`config.mk`:
```
export PLATFORM = sky130hd
export DESIGN_NAME = suks_cell
export DESIGN_NICKNAME = d
export VERILOG_FILES = /design/src/design/suks_pkg.sv /design/src/design/suks_cell.sv
export SDC_FILE = /design/constraint.sdc
export NUM_CORES = 1
export LEC_CHECK = 0
export BUFFER_PORTS_ARGS = -buffer_cell sky130_fd_sc_hd__buf_2
export CAP_MARGIN = 5
export CORE_AREA = 2 2 193 195
export DETAILED_ROUTE_END_ITERATION = 16
export DIE_AREA = 0 0 195 197
export PLACE_DENSITY_LB_ADDON = 0.12
export SYNTH_ARGS = -nofsm -noshare
export SYNTH_HDL_FRONTEND = slang
export SYNTH_SLANG_ARGS = --single-unit
```
`constraint.sdc`:
```
create_clock -name i_clk -period 4.8 [get_ports i_clk]
set_input_delay 0.24 -clock i_clk [delete_from_list [all_inputs] [get_ports i_clk]]
set_output_delay 0.24 -clock i_clk [all_outputs]
set_load 0.03 [all_outputs]
```
`src/design/suks_pkg.sv`:
```
// Shared types and codes for the sorted unique key set.
package suks_pkg;

    localparam int KEY_HIGH_W = 64;
    localparam int KEY_LOW_W  = 56;
    localparam int KEY_BYTES  = 15;

    typedef struct packed {
        logic [KEY_HIGH_W-1:0] high;
        logic [KEY_LOW_W-1:0]  low;
    } t_key;

    // per-cycle command broadcast to every cell
    typedef struct packed {
        logic cmp;    // register compare flags against the broadcast key
        logic ins;    // open a slot at the insert point and shift up
        logic drain;  // shift every cell down by one
        logic clear;  // drop every key
    } t_cell_ctl;

    localparam logic [1:0] CMD_INSERT = 2'd0;
    localparam logic [1:0] CMD_DRAIN  = 2'd1;

    localparam logic [2:0] ST_INSERTED = 3'd0;
    localparam logic [2:0] ST_DUP      = 3'd1;
    localparam logic [2:0] ST_FULL     = 3'd2;
    localparam logic [2:0] ST_DRAINED  = 3'd3;
    localparam logic [2:0] ST_EMPTY    = 3'd4;

endpackage

```
`src/design/suks_cell.sv`:
```
// One slot of the sorted chain: holds a key, compares and shifts with its neighbors.
module suks_cell (
    input  logic                i_clk,
    input  logic                i_rst_n,
    input  suks_pkg::t_cell_ctl i_ctl,
    input  suks_pkg::t_key      i_new_key,
    input  suks_pkg::t_key      i_left_key,
    input  logic                i_left_valid,
    input  logic                i_left_lt,
    input  suks_pkg::t_key      i_right_key,
    input  logic                i_right_valid,
    output suks_pkg::t_key      o_key,
    output logic                o_valid,
    output logic                o_lt,
    output logic                o_eq
);
    import suks_pkg::*;

    t_key r_key;
    logic r_valid;
    logic r_lt;
    logic r_eq;
    logic n_lt;
    logic n_eq;

    // empty slots rank above every key
    assign n_lt = !r_valid || (i_new_key < r_key);
    assign n_eq = r_valid && (i_new_key == r_key);

    always_ff @(posedge i_clk) begin
        if (!i_rst_n) begin
            r_valid <= 1'b0;
            r_lt    <= 1'b0;
            r_eq    <= 1'b0;
        end else begin
            if (i_ctl.cmp) begin
                r_lt <= n_lt;
                r_eq <= n_eq;
            end
            if (i_ctl.clear) begin
                r_valid <= 1'b0;
            end else if (i_ctl.drain) begin
                r_valid <= i_right_valid;
            end else if (i_ctl.ins && r_lt) begin
                r_valid <= i_left_lt ? i_left_valid : 1'b1;
            end
        end
    end

    always_ff @(posedge i_clk) begin
        if (i_ctl.drain) begin
            r_key <= i_right_key;
        end else if (i_ctl.ins && r_lt) begin
            r_key <= i_left_lt ? i_left_key : i_new_key;
        end
    end

    assign o_key   = r_key;
    assign o_valid = r_valid;
    assign o_lt    = r_lt;
    assign o_eq    = r_eq;

endmodule

```
==> results of run 1 <==
## per-layer routing
layer,vias to the layer above,track usage (%)
li1,4382,-
met1,3873,20.72
met2,317,32.35
met3,41,5.664
met4,4,6.192
met5,-,0
## sequential cells by signal, indices dropped and copies added (netlist names)
signal,cells
o_key,120
o_eq,1
o_lt,1
o_valid,1
## worst max-delay path, stage by stage, from the launching register on
cell and delay (ns):
edfxtp_1 0.35, inv_1 0.05, ha_1 0.30, nand4_1 0.19, nor4_1 0.54, nand3_1 0.20, nor4b_2 0.47, and4_1 0.28
and2_1 0.13, o21a_1 0.10
## layout make-up
type / instances / area, um^2 / share of cell area, %
multi-input combinational: 673 / 4882 / 38.37
sequential: 123 / 3664 / 28.79
timing repair buffer: 497 / 2542 / 19.98
tap: 468 / 585.6 / 4.602
inverter: 121 / 454.2 / 3.570
clock buffer: 21 / 440.4 / 3.461
clock inverter: 11 / 150.1 / 1.180
antenna: 2 / 5.005 / 0.03934
## kinds of logic after synthesis
group,share of synthesized area (%)
AOI/OAI and AO/OA,13.16
and+or+nand+nor,10.48
buffers and inverters,6.649
DFF,40.05
muxes,13.24
adders and majority gates,16.42
## timing repair
action                                  CTS  global route
hold endpoints to repair                  1             0
endpoints found under the setup margin    0             0
hold buffers                              1             0
## per-stage QoR
step	cell area, um^2	util, %	instances
4_1_cts	12720	35.08	1914
5_1_grt	12720	35.08	1915
2_1_floorplan	9146	-	958
3_3_place_gp	12120	33.42	1881
6_report	12720	35.09	1916
3_5_place_dp	12120	33.42	1881
## synthesized netlist by cell type, types with 2 or more instances
cell	instances
a211o_1	2
a211oi_1	3
a21o_1	12
a21oi_1	45
a221o_1	4
a221oi_1	5
a31oi_1	2
and4_1	8
buf_1	11
clkbuf_1	30
dfxtp_1	3
edfxtp_1	120
ha_1	120
inv_1	121
mux2i_1	121
nand2_1	150
nand2b_1	2
nand3_1	12
nand4_1	17
nor2_1	10
nor2b_1	3
nor3_1	2
nor4_1	3
o21a_1	2
o21ai_0	136
## where the power goes
part,internal [uW],switching [uW]
Clock,857,506
Combinational,393,643
Sequential,1310,51.3
## worst max-delay path by stage
stage,startpoint,slack [ns],end
2_1_floorplan,o_lt,1.08,o_valid
3_3_place_gp,i_new_key[98],2.14,o_lt
3_5_place_dp,i_new_key[99],2.12,o_eq
4_1_cts,o_key[98],2.10,o_eq
5_1_grt,o_key[98],1.91,o_lt
6_report,o_key[98],2.14,o_eq
==> results.toml, run 1 <==
[yosys]
ys_async_sr_fraction_pct = 0
ys_top_cells_by_area = "edfxtp_1 (39%), ha_1 (16%), mux2i_1 (13%)"
synthesis.area_um2 = 9146
synth_ff_type = "edfxtp_1"
seq_area_frac_synth_pct = 40.05
yosys_register_bits = 123
synth_edf_count = 120
synth.avg_cell_area_um2 = 9.547
yosys.area.top_type_share_pct = 39.40
yosys.area.top_type = "edfxtp_1"
synth_cells = 958
yosysWarnings = 0
synth.distinct_cells = 39
syn_nets = 1447

[die]
die_y_um = 197
start_util_pct = 25.22
core-area_um2 = 36260
die_width_um = 195
die-area_um2 = 38420
num_rows = 70
ios = 492

[setup_path]
r2r_slack_ns = 2.14
r2r-start = "o_key[98]"
r2r_end = "o_eq"
worstSetupStartpointType = "flop"
r2r_cells = 9
critPathMaxFanout = 3
crit_arrival_ns = 3.04
path_class = "reg -> reg"
worstPathRequired_ns = 5.18
end_kind = "flop"

[cts]
clockBufferDepth = 2
cts_sinks = 123
cts_resized = 0
clk_latency_ns = 0.44
cts_made_buffers = 17
cts_setup_buffers = 0
clk_pin_slew_ns = 0.06
cts_root_buf = "clkbuf_16"
cts_tree = "yes"
cts_htree_levels = 4

[timing]
rsz0062_at_grt = "no"
max_freq_mhz = 375.9
final.setup_skew_ns = 0.007850
period_share_pct = 55.42
max_slew.worst_pin.slew_ns = 0.9131
hold_violations = 0
fin_ws_ns = 2.140
whs_ns = 0.04514
setup_viol = 0
period_minus_slack_ns = 2.660
tns_ns = 0
relSlewSlack_pct = 39.13
finalMaxSlewViolations = 0

[power]
ir_worst_vdd_v = 0.0002485
fin_total_pwr_uw = 3759
p_leak_uw = 0.006557
powerDensity_nw_per_um2 = 295.5

[detailed_routing]
wl_mm = 35.30
drtIter0Drc = 227
wire_per_inst_um = 18.42
vias = 8617
dr_wl_met3_mm = 2.619
met2_length_mm = 17.62
routed.top_layer = "met5"
drtAntennaViolNets = 0
wl_met1_mm = 14.29
drtPass1Iterations = 6
via_per_inst = 4.497
drc_errors = 0

[layout]
final_nets = 1922
final_cell_mix = "buf_2 (489), nand2_1 (150), o21ai_0 (136), inv_1 (121), mux2i_1 (121)"
n_fill_cell = 3886
final_common_cell = "buf_2"
area_growth_pct = 39.11
drive_above_1_share_pct = 36.17

[placed_design]
dp_hpwl_mm = 28.91
place_congestion = 0.8084
numPortBuffers = 491
place_ws_ns = 2.116

[worst_hold_path]
min_path_cells = 2
holdPathEnd = "o_eq"
holdCritPathClass = "in -> reg"
holdCritStartpoint = "i_rst_n"

[flow_run]
drv_cap = 0

[global_route]
grt_util_all_layers_pct = 18.22
grt_overflow = 0
grt_max_degree = 115
grt_first_pass_wirelength_mm = 51.96
antenna_found_initial = 5
grt_pass1_vias = 8648

[status]
status = "finished, final reports clean"
No activity file was read; power rests on OpenSTA's default activity.
==> run 2: changes to the inputs <==
==> constraint.sdc (replaced) <==
create_clock -name i_clk -period 2.5 [get_ports i_clk]
set_input_delay 0.125 -clock i_clk [delete_from_list [all_inputs] [get_ports i_clk]]
set_output_delay 0.125 -clock i_clk [all_outputs]
set_load 0.03 [all_outputs]
==> run 2 against run 1 <==
Effect of this change:
- non-clock buffer count up 110
- critical path depth down 1
- clock skew increased by 0.0011 ns
- worst hold slack lost 0.035 ns
- count of clock-buffer cells in the layout decreased by 1
- largest cell class unchanged
- via count grew 5.1%
- core utilization up 3.4 points
- clock power grew 83%
- sequential power grew 92%
- fmax rose by 12%
- register-to-register slack lost 2.0 ns
==> results.toml, run 2 (synthesis gave the netlist of run 1 again) <==
[status]
status = "finished, final reports clean"

[placed_design]
place_congestion = 0.8243
dp_hpwl_mm = 28.52
numPortBuffers = 491
post_dp_cell_area_um2 = 12230

[global_route]
grt_overflow = 0
grt_max_degree = 113
grt_first_pass_wirelength_mm = 51.91
grt_util_all_layers_pct = 17.93
antenna_found_initial = 3
grt_pass1_vias = 9237

[timing]
hold_violations = 0
period_minus_slack_ns = 2.379
rsz0062_at_grt = "yes"
period_share_pct = 95.15
max_slew.worst_pin.slew_ns = 0.5093
final.setup_skew_ns = 0.008957
relSlewSlack_pct = 65.74
max_freq_mhz = 420.4
finalMaxSlewViolations = 0
setup_viol = 0
tns_ns = 0

[flow_run]
drv_cap = 0

[detailed_routing]
drtPass1Iterations = 5
wire_per_inst_um = 17.34
drtIter0Drc = 209
via_per_inst = 4.467
vias = 9055
drc_errors = 0
wl_mm = 35.15
drtAntennaViolNets = 0

[power]
p_leak_uw = 0.007081
ir_worst_vdd_v = 0.0004565
switching_share_pct = 32.02
seqPwrFrac_pct = 35.9
pwr-share-clk_pct = 34.3
fin_total_pwr_uw = 7270
p_int_uw = 4942
powerDensity_nw_per_um2 = 520.9
combPwrFrac_pct = 29.9
p_switching_uw = 2328

[die]
die-area_um2 = 38420
die_width_um = 195
num_rows = 70
start_util_pct = 25.22
ios = 492
die_y_um = 197
core-area_um2 = 36260

[cts]
clockBufferDepth = 2
clk_latency_ns = 0.44
cts_htree_levels = 4
cts_root_buf = "clkbuf_16"
clk_pin_slew_ns = 0.06
cts_made_buffers = 17
cts_sinks = 123
cts_setup_buffers = 0
cts_tree = "yes"

[layout]
final_cell_mix = "buf_2 (489), nand2_1 (150), o21ai_0 (135), mux2i_1 (121)"
area_growth_pct = 52.60
final_common_cell = "buf_2"
final_nets = 2032
drive_above_1_share_pct = 34.90
final_area_um2 = 13960
largest_reg_flops = 120

[setup_path]
path_class = "reg -> reg"
worstSetupStartpointType = "flop"
r2r-start = "o_key[49]"
crit_arrival_ns = 2.71
critPathMaxFanout = 2
end_kind = "flop"
critPathLaunch = "o_key[49]"
worstPathRequired_ns = 2.83

[worst_hold_path]
holdCritPathClass = "in -> reg"
holdCritStartpoint = "i_right_key[47]"
-- run 2: cell types whose count changed in the layout (fill, tap and decap cells not counted), moves of 2 or more --
cell	delta
clkinv_2	+4
dlygate4sd3_1	+104
a221oi_1	-2
ha_1	-3
ha_4	+3
nor4_1	-2
buf_12	+5
-- run 2: power groups by stage --
stage               sequential, uW  clock, uW  combinational (uW)
floorplan                     3020          0                 796
global placement              2650          0                2040
detailed placement            2660          0                2030
CTS                           2610       2580                2180
global route                  2640       2650                2410
finish                        2610       2490                2170
-- run 2: worst paths after layout --
path,to,slack [ns],depth (start not counted)
min reg2reg,o_eq,0.60,2
max reg2reg,o_lt,0.12,8
min,o_key[47],0.01,3
max,o_lt,0.12,8
-- run 2: layout make-up --
cell class	instances	area, um^2
fillers	3796	22300
multi-input cells	673	4990
repair buffers	607	3691
flip-flops and latches	123	3664
well taps	468	585.6
inverters	121	454.2
clock buffers	20	436.7
clock inverters	12	128.9
diodes	3	7.507
-- run 2: per-layer routing --
metal / routed length (um) / GRT usage [%] / vias to the layer above
met5: 0 / 0 / -
met2: 17490 / 31.90 / 327
li1: - / - / 4609
met3: 2570 / 5.168 / 30
met4: 619 / 5.739 / 0
met1: 14470 / 20.70 / 4089
-- run 2: per-stage QoR --
stage	std cells	setup slack (ns)	util (%)	hold slack, ns
2_1_floorplan	958	0.08722	-	0.2138
3_3_place_gp	1887	-0.1486	33.72	0.3463
3_5_place_dp	1887	-0.1932	33.72	0.3621
4_1_cts	2024	0.008218	38.25	0.002286
5_1_grt	2026	-0.007838	38.49	0.001963
6_report	2027	0.1213	38.49	0.01044
-- run 2: worst max-delay path, stage by stage, from the launching register on --
cell,delay [ns]
edfxtp_1,0.39
inv_1,0.07
ha_1,0.23
a21o_1,0.18
a221o_1,0.35
a221oi_4,0.33
o21ai_2,0.13
a211o_1,0.31
a221oi_1,0.27
-- run 2: repair_timing --
action                                 CTS  global route
setup endpoints to repair                2             2
pin swaps                                0             7
hold buffers                           105             0
resized for setup                        5            11
endpoints found under the hold margin  105             0
==> run 3: changes to the inputs <==
--- a/config.mk
+++ b/config.mk
@@ -5,11 +5,11 @@
 export SDC_FILE = /design/constraint.sdc
 export NUM_CORES = 1
 export LEC_CHECK = 0
-export BUFFER_PORTS_ARGS = -buffer_cell sky130_fd_sc_hd__buf_2
 export CAP_MARGIN = 5
 export CORE_AREA = 2 2 193 195
 export DETAILED_ROUTE_END_ITERATION = 16
 export DIE_AREA = 0 0 195 197
+export DONT_BUFFER_PORTS = 1
 export PLACE_DENSITY_LB_ADDON = 0.12
 export SYNTH_ARGS = -nofsm -noshare
 export SYNTH_HDL_FRONTEND = slang
==> run 3 against run 2 <==
Effect of this change:
- the flow now stops in 4_1_cts
- area after synthesis is the same
- synthesized cell count stayed put
==> results.toml, run 3 <==
[status]
status = "did not finish"
haltStage = "4_1_cts"
error = "[ERROR RSZ-0060] Max buffer count reached."

[cts]
cts_made_buffers = 17
cts_sinks = 123
cts_htree_levels = 4
clockBufferDepth = 2
cts_resized = 6
cts_setup_buffers = 0
cts_hold_buf = 310
cts_root_buf = "clkbuf_16"

[yosys]
yosysMostFrequentCell = "nand2_1"
yosys.area.top_type_share_pct = 39.40
ys_async_sr_fraction_pct = 0
yosys.area.top_type = "edfxtp_1"
yosysWarnings = 0
synth.avg_cell_area_um2 = 9.547
synth_edf_count = 120
yosys_register_bits = 123
synth.distinct_cells = 39
seq_area_frac_synth_pct = 40.05
ys_top_cells_by_area = "edfxtp_1 (39%), ha_1 (16%), mux2i_1 (13%)"
synthesis.area_um2 = 9146
synth_cells = 958
synth_ff_type = "edfxtp_1"
syn_nets = 1447
synthTopCellsByCount = "nand2_1 (150), o21ai_0 (136), inv_1 (121), mux2i_1 (121)"

[placed_design]
place_congestion = 0.7972
placedCellCount = 1513
numPortBuffers = 0
dp_hpwl_mm = 25.92

[die]
die_y_um = 197
start_util_pct = 25.22
die_width_um = 195
num_rows = 70
ios = 492
-- run 3: cell counts after synthesis --
No cell type changed its count.
-- run 3: logic make-up after synthesis --
group           after synthesis  synth area share [%]
flops                       123                 40.05
mux                         121                 13.24
compound gates              218                 13.16
buf+inv                     162                 6.649
fa+ha+maj                   120                 16.42
simple gates                214                 10.48
-- run 3: metrics by stage --
stage	util [%]	cell area (um^2)	setup slack, ns	hold slack, ns
floorplan	-	9154	0.08722	0.2138
global placement	29.15	10570	-0.1717	0.2179
detailed placement	29.15	10570	-0.1750	0.2240
==> run 4: changes to the inputs <==
--- a/config.mk
+++ b/config.mk
@@ -6,11 +6,11 @@
 export NUM_CORES = 1
 export LEC_CHECK = 0
 export CAP_MARGIN = 5
-export CORE_AREA = 2 2 193 195
+export CORE_AREA = 2 2 189 191
 export DETAILED_ROUTE_END_ITERATION = 16
-export DIE_AREA = 0 0 195 197
+export DIE_AREA = 0 0 191 193
 export DONT_BUFFER_PORTS = 1
-export PLACE_DENSITY_LB_ADDON = 0.12
+export PLACE_DENSITY_LB_ADDON = 0.15
 export SYNTH_ARGS = -nofsm -noshare
 export SYNTH_HDL_FRONTEND = slang
 export SYNTH_SLANG_ARGS = --single-unit
==> run 4 against run 3 <==
Effect of this change:
- the run again fails in 4_1_cts
- synthesized cell count unchanged
- area after synthesis unchanged
==> results.toml, run 4 <==
[status]
status = "did not finish"
haltStage = "4_1_cts"
error = "[ERROR RSZ-0060] Max buffer count reached."

[yosys]
synthMuxAreaShare_pct = 13.24
yosysWarnings = 0
synth.distinct_cells = 39
synth_cells = 958
synth_ff_type = "edfxtp_1"
synth_fa_ha_area_share_pct = 16.42
synth_top_family_by_area = "adder cells"
yosys.area.top_type_share_pct = 39.40
seq_area_frac_synth_pct = 40.05
syn_nets = 1447
synth_xor_area_share_pct = 0
synth_compound_area_share_pct = 13.16
ys_top_cells_by_area = "edfxtp_1 (39%), ha_1 (16%), mux2i_1 (13%)"
synthTopCellsByCount = "nand2_1 (150), o21ai_0 (136), inv_1 (121), mux2i_1 (121)"
yosys_register_bits = 123
synth.avg_cell_area_um2 = 9.547
yosys.area_share.simple_pct = 10.48
synth_edf_count = 120
yosys.area.top_type = "edfxtp_1"
synthesis.area_um2 = 9146
ys_async_sr_fraction_pct = 0
yosysMostFrequentCell = "nand2_1"

[die]
ios = 492
num_rows = 69
start_util_pct = 26.16
die_y_um = 193
die_width_um = 191

[cts]
cts_sinks = 123
cts_made_buffers = 17
clockBufferDepth = 2
cts_setup_buffers = 0
cts_resized = 6
cts_root_buf = "clkbuf_16"
cts_htree_levels = 4
cts_hold_buf = 309

[placed_design]
numPortBuffers = 0
post_dp_cell_area_um2 = 10570
dp_hpwl_mm = 24.89
place_ws_ns = -0.09848
place_congestion = 0.7994
[run 4: cell counts after synthesis]
No cell type changed its count.
[run 4: metrics by stage]
| stage | setup TNS, ns | cells |
|---|---|---|
| detailed placement | -0.1805 | 1507 |
| global placement | -0.09900 | 1507 |
| floorplan | 0 | 958 |
[run 4: kinds of logic after synthesis]
kind of cell	count (synthesis)
fa+ha+maj	120
flops	123
compound gates	218
simple gates	214
mux	121
buf+inv	162
